**src/hdl/kcl_pkg.sv**
```systemverilog
// Shared types, codes and the keypad decode table for the keypad code lock.
package kcl_pkg;

   localparam int CODE_DIGITS_DEFAULT = 6;

   localparam int PASSWORD_WIDTH = 24;
   localparam int LIMIT_WIDTH    = 4;
   localparam int KEY_WIDTH      = 5;
   localparam int DIGITS_WIDTH   = 24;
   localparam int COUNT_WIDTH    = 3;
   localparam int WRONG_WIDTH    = 4;

   localparam logic [PASSWORD_WIDTH-1:0] PASSWORD_RESET    = 24'h123789;
   localparam logic [LIMIT_WIDTH-1:0]    ERROR_LIMIT_RESET = 4'd3;
   localparam logic [WRONG_WIDTH-1:0]    WRONG_MAX         = 4'd15;

   // register indexes on the csr port
   localparam logic CSR_PASSWORD    = 1'b0;
   localparam logic CSR_ERROR_LIMIT = 1'b1;

   // raw scan codes with a function of their own
   localparam logic [KEY_WIDTH-1:0] SCAN_ENTER  = 5'd12;
   localparam logic [KEY_WIDTH-1:0] SCAN_CLEAR  = 5'd14;
   localparam logic [KEY_WIDTH-1:0] SCAN_CLOSE  = 5'd15;
   localparam logic [KEY_WIDTH-1:0] SCAN_NO_KEY = 5'd16;

   typedef enum logic [1:0] {
      MODE_ENTRY  = 2'd0,
      MODE_OPEN   = 2'd1,
      MODE_LOCKED = 2'd2
   } mode_type;

   typedef enum logic [2:0] {
      EV_NONE    = 3'd0,
      EV_DIGIT   = 3'd1,
      EV_CLEARED = 3'd2,
      EV_OPENED  = 3'd3,
      EV_WRONG   = 3'd4,
      EV_LOCKOUT = 3'd5,
      EV_CLOSED  = 3'd6
   } event_type;

   typedef enum logic [2:0] {
      KEY_NONE,
      KEY_DIGIT,
      KEY_ENTER,
      KEY_CLEAR,
      KEY_CLOSE
   } key_kind_type;

   typedef struct packed {
      key_kind_type kind;
      logic [3:0]   digit;
   } key_type;

   typedef struct packed {
      logic [1:0]              lock_mode;
      logic [2:0]              event_code;
      logic [DIGITS_WIDTH-1:0] entered_digits;
      logic [COUNT_WIDTH-1:0]  entered_count;
      logic [WRONG_WIDTH-1:0]  wrong_count;
   } rsp_type;

   // 4x4 keypad layout: 1 2 3 x / 4 5 6 x / 7 8 9 x / enter 0 clear close
   function automatic key_type decode_key(input logic [KEY_WIDTH-1:0] code);
      key_type k;
      k.kind  = KEY_DIGIT;
      k.digit = 4'd0;
      case (code)
         5'd0:       k.digit = 4'd1;
         5'd1:       k.digit = 4'd2;
         5'd2:       k.digit = 4'd3;
         5'd4:       k.digit = 4'd4;
         5'd5:       k.digit = 4'd5;
         5'd6:       k.digit = 4'd6;
         5'd8:       k.digit = 4'd7;
         5'd9:       k.digit = 4'd8;
         5'd10:      k.digit = 4'd9;
         5'd13:      k.digit = 4'd0;
         SCAN_ENTER: k.kind  = KEY_ENTER;
         SCAN_CLEAR: k.kind  = KEY_CLEAR;
         SCAN_CLOSE: k.kind  = KEY_CLOSE;
         default:    k.kind  = KEY_NONE;
      endcase
      return k;
   endfunction

endpackage

```
**src/hdl/kcl_step.sv**
```systemverilog
// Next-state and result logic for one scanned key word of the code lock.
module kcl_step
   import kcl_pkg::*;
#(
   parameter int CODE_DIGITS = CODE_DIGITS_DEFAULT,
   localparam int EW = 4 * CODE_DIGITS,
   localparam int CW = $clog2(CODE_DIGITS + 1)
) (
   input  logic [KEY_WIDTH-1:0]      key_code,
   input  logic [KEY_WIDTH-1:0]      prev_key,
   input  mode_type                  mode,
   input  logic [EW-1:0]             entry,
   input  logic [CW-1:0]             count,
   input  logic [WRONG_WIDTH-1:0]    errors,
   input  logic [PASSWORD_WIDTH-1:0] password,
   input  logic [LIMIT_WIDTH-1:0]    error_limit,
   output logic [KEY_WIDTH-1:0]      prev_key_next,
   output mode_type                  mode_next,
   output logic [EW-1:0]             entry_next,
   output logic [CW-1:0]             count_next,
   output logic [WRONG_WIDTH-1:0]    errors_next,
   output rsp_type                   rsp
);

   key_type                          key;
   logic [EW-1:0]                    entry_ins;
   logic [EW+PASSWORD_WIDTH-1:0]     pw_wide;
   logic [EW+DIGITS_WIDTH-1:0]       digits_wide;
   logic [CW+COUNT_WIDTH-1:0]        count_wide;
   logic [WRONG_WIDTH-1:0]           errors_inc;
   logic                             full;
   logic                             same;
   event_type                        ev;

   // a repeat of the previous scan is a held key
   assign key = (key_code != prev_key) ? decode_key(key_code) :
                key_type'{kind: KEY_NONE, digit: 4'd0};
   assign prev_key_next = key_code;

   assign pw_wide    = {{EW{1'b0}}, password};
   assign full       = (count == CW'(CODE_DIGITS));
   assign same       = (entry == pw_wide[EW-1:0]);
   assign errors_inc = (errors != WRONG_MAX) ? errors + 4'd1 : errors;

   // first digit lands in the top nibble
   always_comb begin
      for (int i = 0; i < CODE_DIGITS; i++) begin
         entry_ins[4*i +: 4] = entry[4*i +: 4] |
            ((count == CW'(CODE_DIGITS - 1 - i)) ? key.digit : 4'd0);
      end
   end

   always_comb begin
      mode_next   = mode;
      entry_next  = entry;
      count_next  = count;
      errors_next = errors;
      ev          = EV_NONE;
      case (mode)
         MODE_ENTRY: begin
            case (key.kind)
               KEY_DIGIT: begin
                  if (count < CW'(CODE_DIGITS)) begin
                     entry_next = entry_ins;
                     count_next = count + CW'(1);
                     ev         = EV_DIGIT;
                  end
               end
               KEY_ENTER: begin
                  entry_next = '0;
                  count_next = '0;
                  if (full && same) begin
                     mode_next   = MODE_OPEN;
                     errors_next = '0;
                     ev          = EV_OPENED;
                  end else begin
                     errors_next = errors_inc;
                     if (errors_inc >= error_limit) begin
                        mode_next = MODE_LOCKED;
                        ev        = EV_LOCKOUT;
                     end else begin
                        ev = EV_WRONG;
                     end
                  end
               end
               KEY_CLEAR: begin
                  entry_next = '0;
                  count_next = '0;
                  ev         = EV_CLEARED;
               end
               default: ;
            endcase
         end
         MODE_OPEN: begin
            if (key.kind == KEY_CLOSE) begin
               mode_next = MODE_ENTRY;
               ev        = EV_CLOSED;
            end
         end
         default: ;  // lockout holds until reset
      endcase
   end

   assign digits_wide = {{DIGITS_WIDTH{1'b0}}, entry_next};
   assign count_wide  = {{COUNT_WIDTH{1'b0}}, count_next};

   assign rsp.lock_mode      = mode_next;
   assign rsp.event_code     = ev;
   assign rsp.entered_digits = digits_wide[DIGITS_WIDTH-1:0];
   assign rsp.entered_count  = count_wide[COUNT_WIDTH-1:0];
   assign rsp.wrong_count    = errors_next;

endmodule

```
**src/hdl/keypad_code_lock.sv**
```systemverilog
// Keypad code lock: one result word per scanned key, one word per cycle while
// req_stall is low. The lock state updates as the key word is taken, and each
// result is registered into a two-word output stage (result register plus skid),
// so req_stall rises only when both words are waiting on rsp_stall.
// csr writes take effect on the next key word and belong only to idle periods.
module keypad_code_lock
   import kcl_pkg::*;
#(
   parameter int CODE_DIGITS = CODE_DIGITS_DEFAULT
) (
   input  logic                      clock,
   input  logic                      reset,
   input  logic                      req_valid,
   output logic                      req_stall,
   input  logic [KEY_WIDTH-1:0]      req_key_code,
   output logic                      rsp_valid,
   input  logic                      rsp_stall,
   output logic [1:0]                rsp_lock_mode,
   output logic [2:0]                rsp_event_code,
   output logic [DIGITS_WIDTH-1:0]   rsp_entered_digits,
   output logic [COUNT_WIDTH-1:0]    rsp_entered_count,
   output logic [WRONG_WIDTH-1:0]    rsp_wrong_count,
   input  logic                      csr_write,
   input  logic                      csr_index,
   input  logic [PASSWORD_WIDTH-1:0] csr_data
);

   localparam int EW = 4 * CODE_DIGITS;
   localparam int CW = $clog2(CODE_DIGITS + 1);

   logic [PASSWORD_WIDTH-1:0] password_ff;
   logic [LIMIT_WIDTH-1:0]    error_limit_ff;

   logic [KEY_WIDTH-1:0]      prev_key_ff, prev_key_in;
   mode_type                  mode_ff, mode_in;
   logic [EW-1:0]             entry_ff, entry_in;
   logic [CW-1:0]             count_ff, count_in;
   logic [WRONG_WIDTH-1:0]    errors_ff, errors_in;

   rsp_type                   result;
   rsp_type                   out_ff;
   rsp_type                   skid_ff;
   logic                      out_valid_ff;
   logic                      skid_valid_ff;

   logic                      req_take;
   logic                      out_take;

   kcl_step #(
      .CODE_DIGITS(CODE_DIGITS)
   ) u_step (
      .key_code     (req_key_code),
      .prev_key     (prev_key_ff),
      .mode         (mode_ff),
      .entry        (entry_ff),
      .count        (count_ff),
      .errors       (errors_ff),
      .password     (password_ff),
      .error_limit  (error_limit_ff),
      .prev_key_next(prev_key_in),
      .mode_next    (mode_in),
      .entry_next   (entry_in),
      .count_next   (count_in),
      .errors_next  (errors_in),
      .rsp          (result)
   );

   assign req_stall = skid_valid_ff;
   assign req_take  = req_valid && !req_stall;
   assign out_take  = out_valid_ff && !rsp_stall;

   always_ff @(posedge clock) begin
      if (reset) begin
         password_ff    <= PASSWORD_RESET;
         error_limit_ff <= ERROR_LIMIT_RESET;
      end else if (csr_write) begin
         case (csr_index)
            CSR_PASSWORD:    password_ff    <= csr_data;
            CSR_ERROR_LIMIT: error_limit_ff <= csr_data[LIMIT_WIDTH-1:0];
            default: ;
         endcase
      end
   end

   always_ff @(posedge clock) begin
      if (reset) begin
         prev_key_ff <= SCAN_NO_KEY;
         mode_ff     <= MODE_ENTRY;
         entry_ff    <= '0;
         count_ff    <= '0;
         errors_ff   <= '0;
      end else if (req_take) begin
         prev_key_ff <= prev_key_in;
         mode_ff     <= mode_in;
         entry_ff    <= entry_in;
         count_ff    <= count_in;
         errors_ff   <= errors_in;
      end
   end

   // output register with skid; a new word only parks in the skid when the
   // output word is still waiting
   always_ff @(posedge clock) begin
      if (reset) begin
         out_valid_ff  <= 1'b0;
         skid_valid_ff <= 1'b0;
      end else begin
         if (skid_valid_ff) begin
            if (out_take) begin
               skid_valid_ff <= 1'b0;
            end
         end else if (req_take) begin
            if (out_valid_ff && !out_take) begin
               skid_valid_ff <= 1'b1;
            end else begin
               out_valid_ff <= 1'b1;
            end
         end else if (out_take) begin
            out_valid_ff <= 1'b0;
         end
      end
   end

   always_ff @(posedge clock) begin
      if (skid_valid_ff) begin
         if (out_take) begin
            out_ff <= skid_ff;
         end
      end else if (req_take) begin
         if (out_valid_ff && !out_take) begin
            skid_ff <= result;
         end else begin
            out_ff <= result;
         end
      end
   end

   assign rsp_valid          = out_valid_ff;
   assign rsp_lock_mode      = out_ff.lock_mode;
   assign rsp_event_code     = out_ff.event_code;
   assign rsp_entered_digits = out_ff.entered_digits;
   assign rsp_entered_count  = out_ff.entered_count;
   assign rsp_wrong_count    = out_ff.wrong_count;

   a_skid_needs_out: assert property (@(posedge clock) disable iff (reset)
      skid_valid_ff |-> out_valid_ff)
      else $error("skid word held without an output word");

   a_park_in_skid: assert property (@(posedge clock) disable iff (reset)
      (req_take && out_valid_ff && rsp_stall) |=> skid_valid_ff)
      else $error("word accepted under a stalled output was not parked");

   a_lockout_sticks: assert property (@(posedge clock) disable iff (reset)
      (mode_ff == MODE_LOCKED) |=> (mode_ff == MODE_LOCKED))
      else $error("lockout left without reset");

   a_count_bound: assert property (@(posedge clock) disable iff (reset)
      count_ff <= CW'(CODE_DIGITS))
      else $error("entry count beyond code length");

   a_open_clears_errors: assert property (@(posedge clock) disable iff (reset)
      (out_valid_ff && out_ff.event_code == EV_OPENED) |->
         (out_ff.wrong_count == '0 && out_ff.lock_mode == MODE_OPEN))
      else $error("opened word with stale error count or mode");

endmodule
```
**config.mk**
```make
export PLATFORM = sky130hd
export DESIGN_NAME = keypad_code_lock
export DESIGN_NICKNAME = d
export VERILOG_FILES = /design/src/hdl/kcl_pkg.sv /design/src/hdl/kcl_step.sv /design/src/hdl/keypad_code_lock.sv
export SDC_FILE = /design/constraint.sdc
export NUM_CORES = 1
export LEC_CHECK = 0
export BUFFER_PORTS_ARGS = -buffer_cell sky130_fd_sc_hd__buf_2
export CELL_PAD_IN_SITES_DETAIL_PLACEMENT = 2
export CELL_PAD_IN_SITES_GLOBAL_PLACEMENT = 2
export CORE_AREA = 2 2 129 131
export DETAILED_ROUTE_END_ITERATION = 12
export DIE_AREA = 0 0 131 133
export GPL_ROUTABILITY_DRIVEN = 0
export PLACE_DENSITY_LB_ADDON = 0.1
export SLEW_MARGIN = 5
export SYNTH_ARGS = -nofsm -noshare
export SYNTH_HDL_FRONTEND = slang
export SYNTH_SLANG_ARGS = --single-unit
```
**constraint.sdc**
```tcl
create_clock -name clock -period 5.21 [get_ports clock]
set_input_delay 0.2605 -clock clock [delete_from_list [all_inputs] [get_ports clock]]
set_output_delay 0.2605 -clock clock [all_outputs]
set_load 0.02 [all_outputs]
```
==> impl_metrics.py <==
metrics = {
    "outcome": {
        "status": "complete, no violations",
    },
    "logic_synthesis": {
        "ys_top_cells_by_area": "edfxtp_1 (34%), dfxtp_1 (21%), nand2_1 (5.1%)",
        "synthArstFlopShare_pct": 0,
        "syn_nets": 676,
        "yosys_warnings": 0,
        "synth.top_cell.area_share_pct": 33.5,
        "synthDistinctLibCells": 57,
        "yosysSeqAreaShare_pct": 54.6,
        "synth_most_common_cell": "nand2_1",
        "ys.flop_type": "edfxtp_1",
        "syn_area_sq_um": 6450,
        "synth_top_area_cell": "edfxtp_1",
        "synth_edf_count": 72,
        "syn_inst": 631,
        "synthTopCellsByCount": "nand2_1 (87), edfxtp_1 (72), dfxtp_1 (68)",
        "avgSynthCellArea_sq_um": 10.2,
        "ys_ff_latch": 140,
    },
    "timing": {
        "fmax_mhz": 330,
        "fin_skew_ns": 0.00840,
        "fin_tns_setup_ns": 0,
        "period_share_pct": 58.1,
        "period_needed_ns": 3.03,
        "max_slew.worst_pin.slew_ns": 0.993,
        "rsz0062_at_grt": "no",
        "hold_violations": 0,
        "setup_viol": 0,
        "drv_slew": 0,
        "timing.slew.headroom_pct": 33.7,
    },
    "cells_and_area": {
        "multi_input_area_sq_um": 2760,
        "final_nets": 741,
        "diodes": 0,
        "drive_above_1_share_pct": 20.6,
        "regArea_sq_um": 3520,
        "utilization_pct": 47.1,
        "fin_cells": 929,
        "areaGrowthSynthToFinish_pct": 18.1,
        "nFillCells": 1702,
    },
    "clock_network": {
        "root_buffer": "clkbuf_16",
        "cts_tree": "yes",
        "ctsResizeCount": 0,
        "post-cts-setup-buffers": 0,
        "clock_sinks": 140,
        "htreeDepth": 4,
        "ctsHoldBuffers": 0,
        "numCtsBuffers": 17,
        "cts_buffer_depth": 2,
        "clk_latency_ns": 0.43,
        "clkTransAtPathRegs_ns": 0.06,
    },
    "setup_path": {
        "crit_type": "reg -> reg",
        "cp-end-kind": "register",
        "arrival_ns": 3.18,
        "crit_fanout": 9,
        "required_ns": 5.36,
        "start_kind": "register",
    },
    "detailed_routing": {
        "dr.pass1.iters": 5,
        "via_per_inst": 5.48,
        "num_vias": 5087,
        "ant_nets": 0,
        "wl_per_cell_um": 21.1,
        "drc": 0,
        "first_iter_violations": 244,
        "postRouteWirelength_um": 19600,
    },
    "placement": {
        "placedCellCount": 896,
        "port_buffers": 72,
        "dp_hpwl_um": 14000,
    },
    "flow_run": {
        "maxCapViolCount": 0,
    },
    "global_routing": {
        "antenna_found_initial": 0,
        "overflow": 0,
        "grt_pass1_vias": 5390,
        "grtUsageTotal_pct": 23.8,
        "grt_max_degree": 60,
        "grt_pass1_wl_um": 31200,
    },
    "floorplanning": {
        "dieWidth_um": 131,
        "ios": 73,
        "rows": 47,
        "fp.dieH_um": 133,
        "start_util_pct": 39.9,
        "dieArea_sq_um": 17400,
        "core_region_area_sq_um": 16200,
    },
    "min_path": {
        "min_path_type": "in -> reg",
    },
    "power_and_ir_drop": {
        "pwr_density_cell_nw_per_um2": 359,
        "vdd_drop_max_mv": 0.235,
        "leakage_nw": 2.92,
    },
}
==> final timing paths <==
| kind | endpoint | slack, ns | start | cells past startpoint |
|---|---|---|---|---|
| setup reg to reg | rsp_event_code[0] | 2.18 | errors_ff[0] | 10 |
| hold / removal | password_ff[7] | 0.04 | csr_data[7] | 3 |
| setup / recovery | rsp_event_code[0] | 2.18 | errors_ff[0] | 10 |
| hold reg to reg | error_limit_ff[2] | 0.46 | error_limit_ff[2] | 2 |
==> metal layers <==
metal,up-vias,part of all wire [%],global-route usage [%]
met4,0,1.2,6.56
met2,87,49,38.4
met1,2608,47,33.3
li1,2376,-,-
met5,-,0,0
met3,16,3.0,3.32
==> state kept, by name (all words and copies together), names as in the netlist, 3 cells and up <==
signal	cells
password_ff	24
rsp_entered_digits	24
prev_key_ff	5
rsp_wrong_count	4
skid_ff	36
rsp_entered_count	3
entry_ff	24
rsp_event_code	3
count_ff	3
errors_ff	4
error_limit_ff	4
==> cells in the final DEF, fill, tap and decap left out, types with 7 or more instances in the layout <==
master / n
xnor2_1: 20
ha_1: 10
o21a_1: 20
mux2_2: 22
a31oi_1: 8
nand2_1: 87
xor2_1: 12
nand2b_1: 8
nand3_1: 9
clkbuf_16: 17
nand3b_1: 12
nor3_1: 7
o31ai_1: 13
buf_2: 72
nor2b_1: 8
edfxtp_1: 72
nor2_1: 66
dfxtp_1: 67
or3_1: 8
inv_1: 13
o21ai_0: 11
a21oi_1: 63
==> where the power goes <==
group | total (mW) | internal [mW] | switching, mW | leakage, nW
clock network | 1.24 | 0.764 | 0.475 | 0.289
registers | 1.23 | 1.21 | 0.0237 | 1.26
logic | 0.260 | 0.0862 | 0.174 | 1.37
==> area by class of cell <==
cell class / count / area share, %
sequential: 140 / 46.3
multi-input combinational: 446 / 36.2
clock buffer: 21 / 5.92
timing repair buffer: 78 / 5.49
tap: 220 / 3.61
clock inverter: 11 / 1.87
inverter: 13 / 0.641
==> worst max-delay path, cell delays in order (launching register included) <==
cell	delay (ns)
dfxtp_1	0.53
ha_1	0.30
nand3_1	0.18
mux2i_1	0.35
inv_1	0.09
ha_1	0.28
a21o_1	0.16
a21o_1	0.17
a21oi_1	0.26
nor3b_1	0.32
o41ai_1	0.11
==> metrics by stage <==
step                hold WS, ns  cell area (sq um)  setup slack (ns)  power [mW]
floorplan                 0.381               6450              1.82        1.42
global placement          0.456               7000              2.53        1.50
detailed placement        0.458               7000              2.31        1.51
CTS                      0.0370               7590              2.24        2.75
global route             0.0607               7610              1.98        2.82
finish                   0.0427               7610              2.18        2.73
==> cell families after synthesis <==
logic type | Yosys count | share of synthesized area [%]
AO/OA/AOI/OAI | 136 | 13.3
XOR/XNOR | 32 | 4.35
adder cells (fa/ha/maj) | 10 | 1.94
buffers and inverters | 45 | 2.81
flip-flops | 140 | 54.6
multiplexers | 24 | 4.15
AND/OR/NAND/NOR | 244 | 18.9
(Power assumes the default switching activity.)
